`config.mk`:
```
export PLATFORM = sky130hd
export DESIGN_NAME = jtsi_ctrl
export DESIGN_NICKNAME = d
export VERILOG_FILES = /design/src/hdl/jtsi_pkg.sv /design/src/hdl/jtsi_ctrl.sv
export VERILOG_INCLUDE_DIRS = /design/src /design/src/hdl
export SDC_FILE = /design/constraint.sdc
export NUM_CORES = 1
export LEC_CHECK = 0
export BUFFER_PORTS_ARGS = -buffer_cell sky130_fd_sc_hd__clkbuf_2
export CELL_PAD_IN_SITES_DETAIL_PLACEMENT = 1
export CELL_PAD_IN_SITES_GLOBAL_PLACEMENT = 1
export CORE_MARGIN = 1.5
export CORE_UTILIZATION = 25
export DETAILED_ROUTE_END_ITERATION = 6
export HOLD_SLACK_MARGIN = 0.03
export PLACE_DENSITY = 0.71
export SYNTH_ARGS = -nofsm -noshare
export SYNTH_HDL_FRONTEND = slang
export SYNTH_SLANG_ARGS = --single-unit
```
`constraint.sdc`:
```
create_clock -name clk -period 1.51 [get_ports clk]
set_clock_uncertainty 0.2 [all_clocks]
set_input_delay 0.0755 -clock clk [delete_from_list [all_inputs] [get_ports clk]]
set_output_delay 0.0755 -clock clk [all_outputs]
set_load 0.05 [all_outputs]
```
`src/hdl/joint_trajectory_setpoint_interpolator_core_defines.svh`:
```
// Assertion macros shared by the trajectory interpolator modules.
`ifndef JOINT_TRAJECTORY_SETPOINT_INTERPOLATOR_CORE_DEFINES_SVH
`define JOINT_TRAJECTORY_SETPOINT_INTERPOLATOR_CORE_DEFINES_SVH
`ifndef SYNTHESIS
`define JTSI_ASSERT_NOW(label, ante, cons) \
  label: assert property (@(posedge clk) disable iff (!rst_n) (ante) |-> (cons)) \
    else $error("jtsi assertion failed");
`define JTSI_ASSERT_NEXT(label, ante, cons) \
  label: assert property (@(posedge clk) disable iff (!rst_n) (ante) |=> (cons)) \
    else $error("jtsi assertion failed");
`else
`define JTSI_ASSERT_NOW(label, ante, cons)
`define JTSI_ASSERT_NEXT(label, ante, cons)
`endif
`endif

```
`src/hdl/jtsi_pkg.sv`:
```
// Types, constants and codes shared by the trajectory interpolator.
package jtsi_pkg;

  localparam int MAX_POINTS = 64;
  localparam int MAX_JOINTS = 16;
  localparam int PT_AW      = $clog2(MAX_POINTS);
  localparam int JNT_AW     = $clog2(MAX_JOINTS);
  localparam int DIV_STEPS  = 32;
  localparam int DIV_CW     = $clog2(DIV_STEPS);
  localparam logic [30:0] CAP_ALL_ONES = 31'h7FFF_FFFF;

  typedef enum logic [2:0] {
    OP_CLEAR  = 3'd0,
    OP_LOAD   = 3'd1,
    OP_LIMITS = 3'd2,
    OP_START  = 3'd3,
    OP_UPDATE = 3'd4
  } op_t;

  typedef enum logic [1:0] {
    RUN_STOPPED = 2'd0,
    RUN_RUNNING = 2'd1,
    RUN_ERROR   = 2'd2
  } run_t;

  typedef enum logic [1:0] {
    MODE_POSITION = 2'd0,
    MODE_VELOCITY = 2'd1,
    MODE_TORQUE   = 2'd2,
    MODE_MIT      = 2'd3
  } mode_t;

  typedef enum logic [1:0] {
    KIND_NONE  = 2'd0,
    KIND_LERP  = 2'd1,
    KIND_HOLD  = 2'd2,
    KIND_POINT = 2'd3
  } kind_t;

  typedef enum logic [2:0] {
    ST_IDLE = 3'd0,
    ST_SCAN = 3'd1,
    ST_SEL  = 3'd2,
    ST_DIFF = 3'd3,
    ST_MUL  = 3'd4,
    ST_DIV  = 3'd5,
    ST_WB   = 3'd6,
    ST_EMIT = 3'd7
  } ctrl_state_t;

  typedef struct packed {
    logic [2:0]         opcode;
    logic [3:0]         joint_num;
    logic [31:0]        time_value;
    logic signed [31:0] position_value;
    logic signed [31:0] velocity_value;
    logic [1:0]         mode_value;
    logic [30:0]        speed_limit;
    logic               last_of_round;
  } in_item_t;

  typedef struct packed {
    logic [3:0]         out_joint;
    logic [1:0]         command_mode;
    logic signed [31:0] set_position;
    logic signed [31:0] set_velocity;
    logic               trajectory_done;
    logic [1:0]         run_state;
  } out_item_t;

  typedef struct packed {
    logic [3:0]         joint;
    logic [31:0]        ptime;
    logic signed [31:0] pos;
    logic signed [31:0] vel;
  } point_t;

  typedef struct packed {
    logic clear;
    logic load;
    logic limits;
    logic capture;
    logic scan_init;
    logic scan_issue;
    logic select;
    logic diff;
    logic mul;
    logic div;
    logic wb;
    logic emit;
    logic lane;
    logic done;
    logic [1:0] run_state;
  } dp_cmd_t;

  typedef struct packed {
    logic empty;
    logic full;
    logic scan_more;
    logic lerp;
    logic div_last;
    logic stop_hit;
  } dp_status_t;

endpackage

```
`src/hdl/jtsi_ctrl.sv`:
```
// Sequencer for table loads, the point scan and the interpolation steps.
`include "joint_trajectory_setpoint_interpolator_core_defines.svh"
module jtsi_ctrl (
  input  logic                clk,
  input  logic                rst_n,
  input  logic                start,
  input  logic [2:0]          opcode,
  input  jtsi_pkg::dp_status_t status,
  output jtsi_pkg::dp_cmd_t    cmd,
  output logic                busy
);
  import jtsi_pkg::*;

  ctrl_state_t state_r, state_nxt;
  run_t        run_r, run_nxt;
  logic        lane_r, lane_nxt;

  always_ff @(posedge clk) begin
    if (!rst_n) begin
      state_r <= ST_IDLE;
      run_r   <= RUN_STOPPED;
      lane_r  <= 1'b0;
    end else begin
      state_r <= state_nxt;
      run_r   <= run_nxt;
      lane_r  <= lane_nxt;
    end
  end

  always_comb begin
    state_nxt = state_r;
    run_nxt   = run_r;
    lane_nxt  = lane_r;
    cmd       = '0;
    cmd.lane  = lane_r;
    cmd.run_state = run_r;
    busy      = 1'b1;
    case (state_r)
      ST_IDLE: begin
        busy = 1'b0;
        if (start) begin
          case (opcode)
            OP_CLEAR: begin
              cmd.clear = 1'b1;
              run_nxt   = RUN_STOPPED;
            end
            OP_LOAD: begin
              cmd.load = 1'b1;
              if (!status.full) begin
                run_nxt = RUN_STOPPED;
              end
            end
            OP_LIMITS: begin
              cmd.limits = 1'b1;
            end
            OP_START: begin
              run_nxt = status.empty ? RUN_ERROR : RUN_RUNNING;
            end
            OP_UPDATE: begin
              if (run_r == RUN_RUNNING) begin
                cmd.capture   = 1'b1;
                cmd.scan_init = 1'b1;
                lane_nxt      = 1'b0;
                state_nxt     = ST_SCAN;
              end
            end
            default: begin
            end
          endcase
        end
      end
      ST_SCAN: begin
        if (status.scan_more) begin
          cmd.scan_issue = 1'b1;
        end else begin
          state_nxt = ST_SEL;
        end
      end
      ST_SEL: begin
        cmd.select = 1'b1;
        state_nxt  = ST_DIFF;
      end
      ST_DIFF: begin
        if (status.lerp) begin
          cmd.diff  = 1'b1;
          state_nxt = ST_MUL;
        end else begin
          state_nxt = ST_EMIT;
        end
      end
      ST_MUL: begin
        cmd.mul   = 1'b1;
        state_nxt = ST_DIV;
      end
      ST_DIV: begin
        cmd.div = 1'b1;
        if (status.div_last) begin
          state_nxt = ST_WB;
        end
      end
      ST_WB: begin
        cmd.wb = 1'b1;
        if (lane_r) begin
          state_nxt = ST_EMIT;
        end else begin
          lane_nxt  = 1'b1;
          state_nxt = ST_DIFF;
        end
      end
      ST_EMIT: begin
        cmd.emit = 1'b1;
        cmd.done = status.stop_hit;
        if (status.stop_hit) begin
          run_nxt       = RUN_STOPPED;
          cmd.run_state = RUN_STOPPED;
        end
        state_nxt = ST_IDLE;
      end
      default: begin
        state_nxt = ST_IDLE;
      end
    endcase
  end

  `JTSI_ASSERT_NOW(a_emit_running, cmd.emit, run_r == RUN_RUNNING)
  `JTSI_ASSERT_NEXT(a_update_busy, start && !busy && opcode == OP_UPDATE && run_r == RUN_RUNNING, busy)
  `JTSI_ASSERT_NEXT(a_emit_idle, state_r == ST_EMIT, !busy)

endmodule

```
==> impl_metrics.ini <==
[min_path]
hold_end = run_r[0]$_SDFFE_PN0P_
min_path_type = in -> reg
hold_start = opcode[1]
hold_depth = 4

[critical_path]
crit_family = simple AND/OR/NAND/NOR gates
worstSetupPathType = reg -> out
arrival_ns = 1.61
path_max_fanout = 3
crit_path_end_kind = output pin
ff2ff_setup_slack_ns = -0.28
startpoint_type = flop
path_cells = or3_4, or2_4, nor3b_4, buf_8
reg2reg_depth = 5
reg2reg_from = state_r[2]$_SDFFE_PN0P_
cpPeakStageDelay_ns = 0.39
cp.buffers_inverters = 1
slowest_stage = or3_4
crit_start = state_r[2]$_SDFFE_PN0P_
required_ns = 1.23
rr_endpoint = run_r[1]$_SDFFE_PN0P_

[route]
firstDrtPassIters = 5
vias_per_cell = 5.11
drc = 0
wl_mm = 2.27
ant_nets = 0
wl_per_cell_um = 17.7
via_count = 654
drt_iter0_drc = 7

[floorplanning]
dieWidth_um = 47.6
dieHeight_um = 47.6
num_rows = 15
start_util_pct = 27.6
die_area_um2 = 2270
fp.coreArea_um2 = 1800
ios = 29

[grt]
antenna_found_initial = 0
grt_pass1_wl_mm = 3.02
overflow = 0
grt_max_degree = 14
grt_pass1_vias = 643
grt_use_total_pct = 19.8

[power]
sw_frac_of_total_pct = 29.4
internal_power_w = 0.000299
clkPwrFrac_pct = 37.8
leakagePower_nw = 0.483
report.power.total_w = 0.000424
p_switching_w = 0.000125
cellPowerDensity_nw_per_um2 = 404
power_frac_seq_pct = 37.7
vdd_drop_max_mv = 0.314
pwr-share-comb_pct = 24.5

[final_layout]
final_util_pct = 58.3
instances_no_fill = 128
nNetsFinal = 117
diodes = 0
area_growth_pct = 111
drive_gt1_share_pct = 60.2
fill_cells = 217

[timing]
worst_pin_slew_ns = 0.408
final-hold-violation-count = 0
setup_viol = 16
maxSlewViolCount = 0
fin_crit_ns = 1.88
rsz0062_at_grt = yes
slew_headroom_pct = 72.4
fmax_ghz = 0.531
holdWs_ns = 0.0781
setup_ws_ns = -0.373
post-route-period-util_pct = 125

[clock_tree]
clk_path_buf_depth = 2
clock-root-buffer = clkbuf_4
clkSlewWorstSetupHoldPaths_ns = 0.05
clkLatencyLatePin_ns = 0.26
cts_tree = yes
htreeDepth = 1
clock-sinks = 6
cts_buffers = 3

[yosys]
synth_top_area_cell = dfxtp_1
yosysWarnings = 0
synth_seq_cells = 6
avgSynthCellArea_um2 = 8.30
synth.distinct_cells = 28
synth_top_area_share_pct = 24.1
ys_seq_area_share_pct = 24.1
synth_nets = 72
ys_top_cells_by_area = dfxtp_1, nor3b_1, and3b_1
synth_cells = 60
synth.cell_area_um2 = 498

[placement]
dp_cells = 114
portBuffers = 28
gp_congestion = 0.766
dp_hpwl_mm = 1.24

[status]
violations = negative setup slack
status = finished, violations left

[flow_run]
max-cap-violations = 0
## repair_timing
action                     in CTS  in global routing
hold buffers                    5                  0
pin swaps                       5                  2
setup endpoints to repair      18                 19
resized for setup              34                 16
setup buffers                   5                  1
hold endpoints to repair        6                  0
## cell type report
| cell class | count | area, um2 | share of cell area (%) |
|---|---|---|---|
| inverter | 3 | 11.3 | 1.07 |
| timing repair buffer | 47 | 444 | 42.3 |
| tap | 25 | 31.3 | 2.98 |
| clock buffer | 3 | 22.5 | 2.15 |
| sequential | 6 | 123 | 11.7 |
| multi-input combinational | 44 | 418 | 39.8 |
## worst min-delay path: cells and delay by family
family                 cells  cell delay, ns
buffers and inverters      1            0.13
muxes                      1            0.07
and+or+nand+nor            2            0.21
## registers in the layout, summed over array words and instances, names as in the netlist
| signal | flops |
|---|---|
| lane_r | 1 |
| state_r | 3 |
| run_r | 2 |
## layout by cell type, fill, tap and decap left out, types with 2 or more instances in the layout
cell type / netlist / routed
buf_8: 0 / 9
clkbuf_8: 0 / 2
nor3b_4: 0 / 4
nand3_1: 4 / 4
buf_4: 3 / 10
inv_1: 3 / 3
dfxtp_1: 6 / 4
dlygate4sd3_1: 0 / 5
buf_6: 0 / 3
clkbuf_2: 0 / 12
mux2i_1: 2 / 2
and3b_2: 0 / 2
nand2b_1: 2 / 2
nor4bb_1: 2 / 2
and2_1: 2 / 2
clkbuf_4: 0 / 8
dfxtp_2: 0 / 2
nor3_4: 0 / 2
and3b_1: 4 / 2
nand2_1: 3 / 2
## per-layer routing
| metal | GRT usage, % | wire length (um) |
|---|---|---|
| met1 | 24.3 | 1020 |
| met2 | 33.5 | 1150 |
| met3 | 6.79 | 85 |
| met4 | 4.86 | 16 |
| met5 | 0 | 0 |
## Yosys cell counts
| library cell | instances |
|---|---|
| a2111oi_4 | 1 |
| a211oi_1 | 1 |
| a21oi_1 | 1 |
| a311oi_1 | 1 |
| a31oi_1 | 1 |
| and2_1 | 2 |
| and3_1 | 1 |
| and3b_1 | 4 |
| and4b_1 | 2 |
| buf_4 | 3 |
| clkbuf_1 | 4 |
| dfxtp_1 | 6 |
| inv_1 | 3 |
| mux2i_1 | 2 |
| nand2_1 | 3 |
| nand2b_1 | 2 |
| nand3_1 | 4 |
| nand4_1 | 1 |
| nor2_1 | 1 |
| nor2b_1 | 2 |
| nor3_1 | 2 |
| nor3b_1 | 5 |
| nor4bb_1 | 2 |
| o21ai_0 | 2 |
| o221a_2 | 1 |
| o31ai_1 | 1 |
| or2_2 | 1 |
| or3_4 | 1 |
## per-stage QoR
stage	setup TNS, ns	setup slack, ns	cell area [um2]
floorplan	-1.77	-0.375	572
global placement	-0.845	-0.183	764
detailed placement	-1.01	-0.193	764
CTS	-2.59	-0.388	1010
global route	-3.65	-0.400	1050
finish	-2.90	-0.373	1050
## how the worst max path moves through the flow
stage | endpoint | slack (ns) | depth (start not counted)
final | cmd[13] | -0.37 | 4
after CTS | cmd[13] | -0.39 | 4
after global routing | cmd[13] | -0.40 | 4
after floorplan | cmd[13] | -0.38 | 3
after detailed placement | cmd[13] | -0.19 | 4
after global placement | cmd[13] | -0.18 | 4
## logic make-up (layout without fill, tap and decap cells)
family,count (synthesis),in the layout,synth area share (%)
buffers and inverters,10,53,9.80
AO/OA/AOI/OAI,9,9,16.8
multiplexers,2,2,4.02
flip-flops,6,6,24.1
AND/OR/NAND/NOR,33,33,45.2
## power by group through the flow
stage	Clock [W]	Sequential, W	Combinational, W
after floorplan	0	0.000163	0.0000432
after global placement	0	0.000163	0.0000771
after detailed placement	0	0.000163	0.0000796
after CTS	0.000158	0.000160	0.0000966
after global routing	0.000172	0.000160	0.000108
final	0.000160	0.000160	0.000104
No activity file was read; power rests on OpenSTA's default activity.
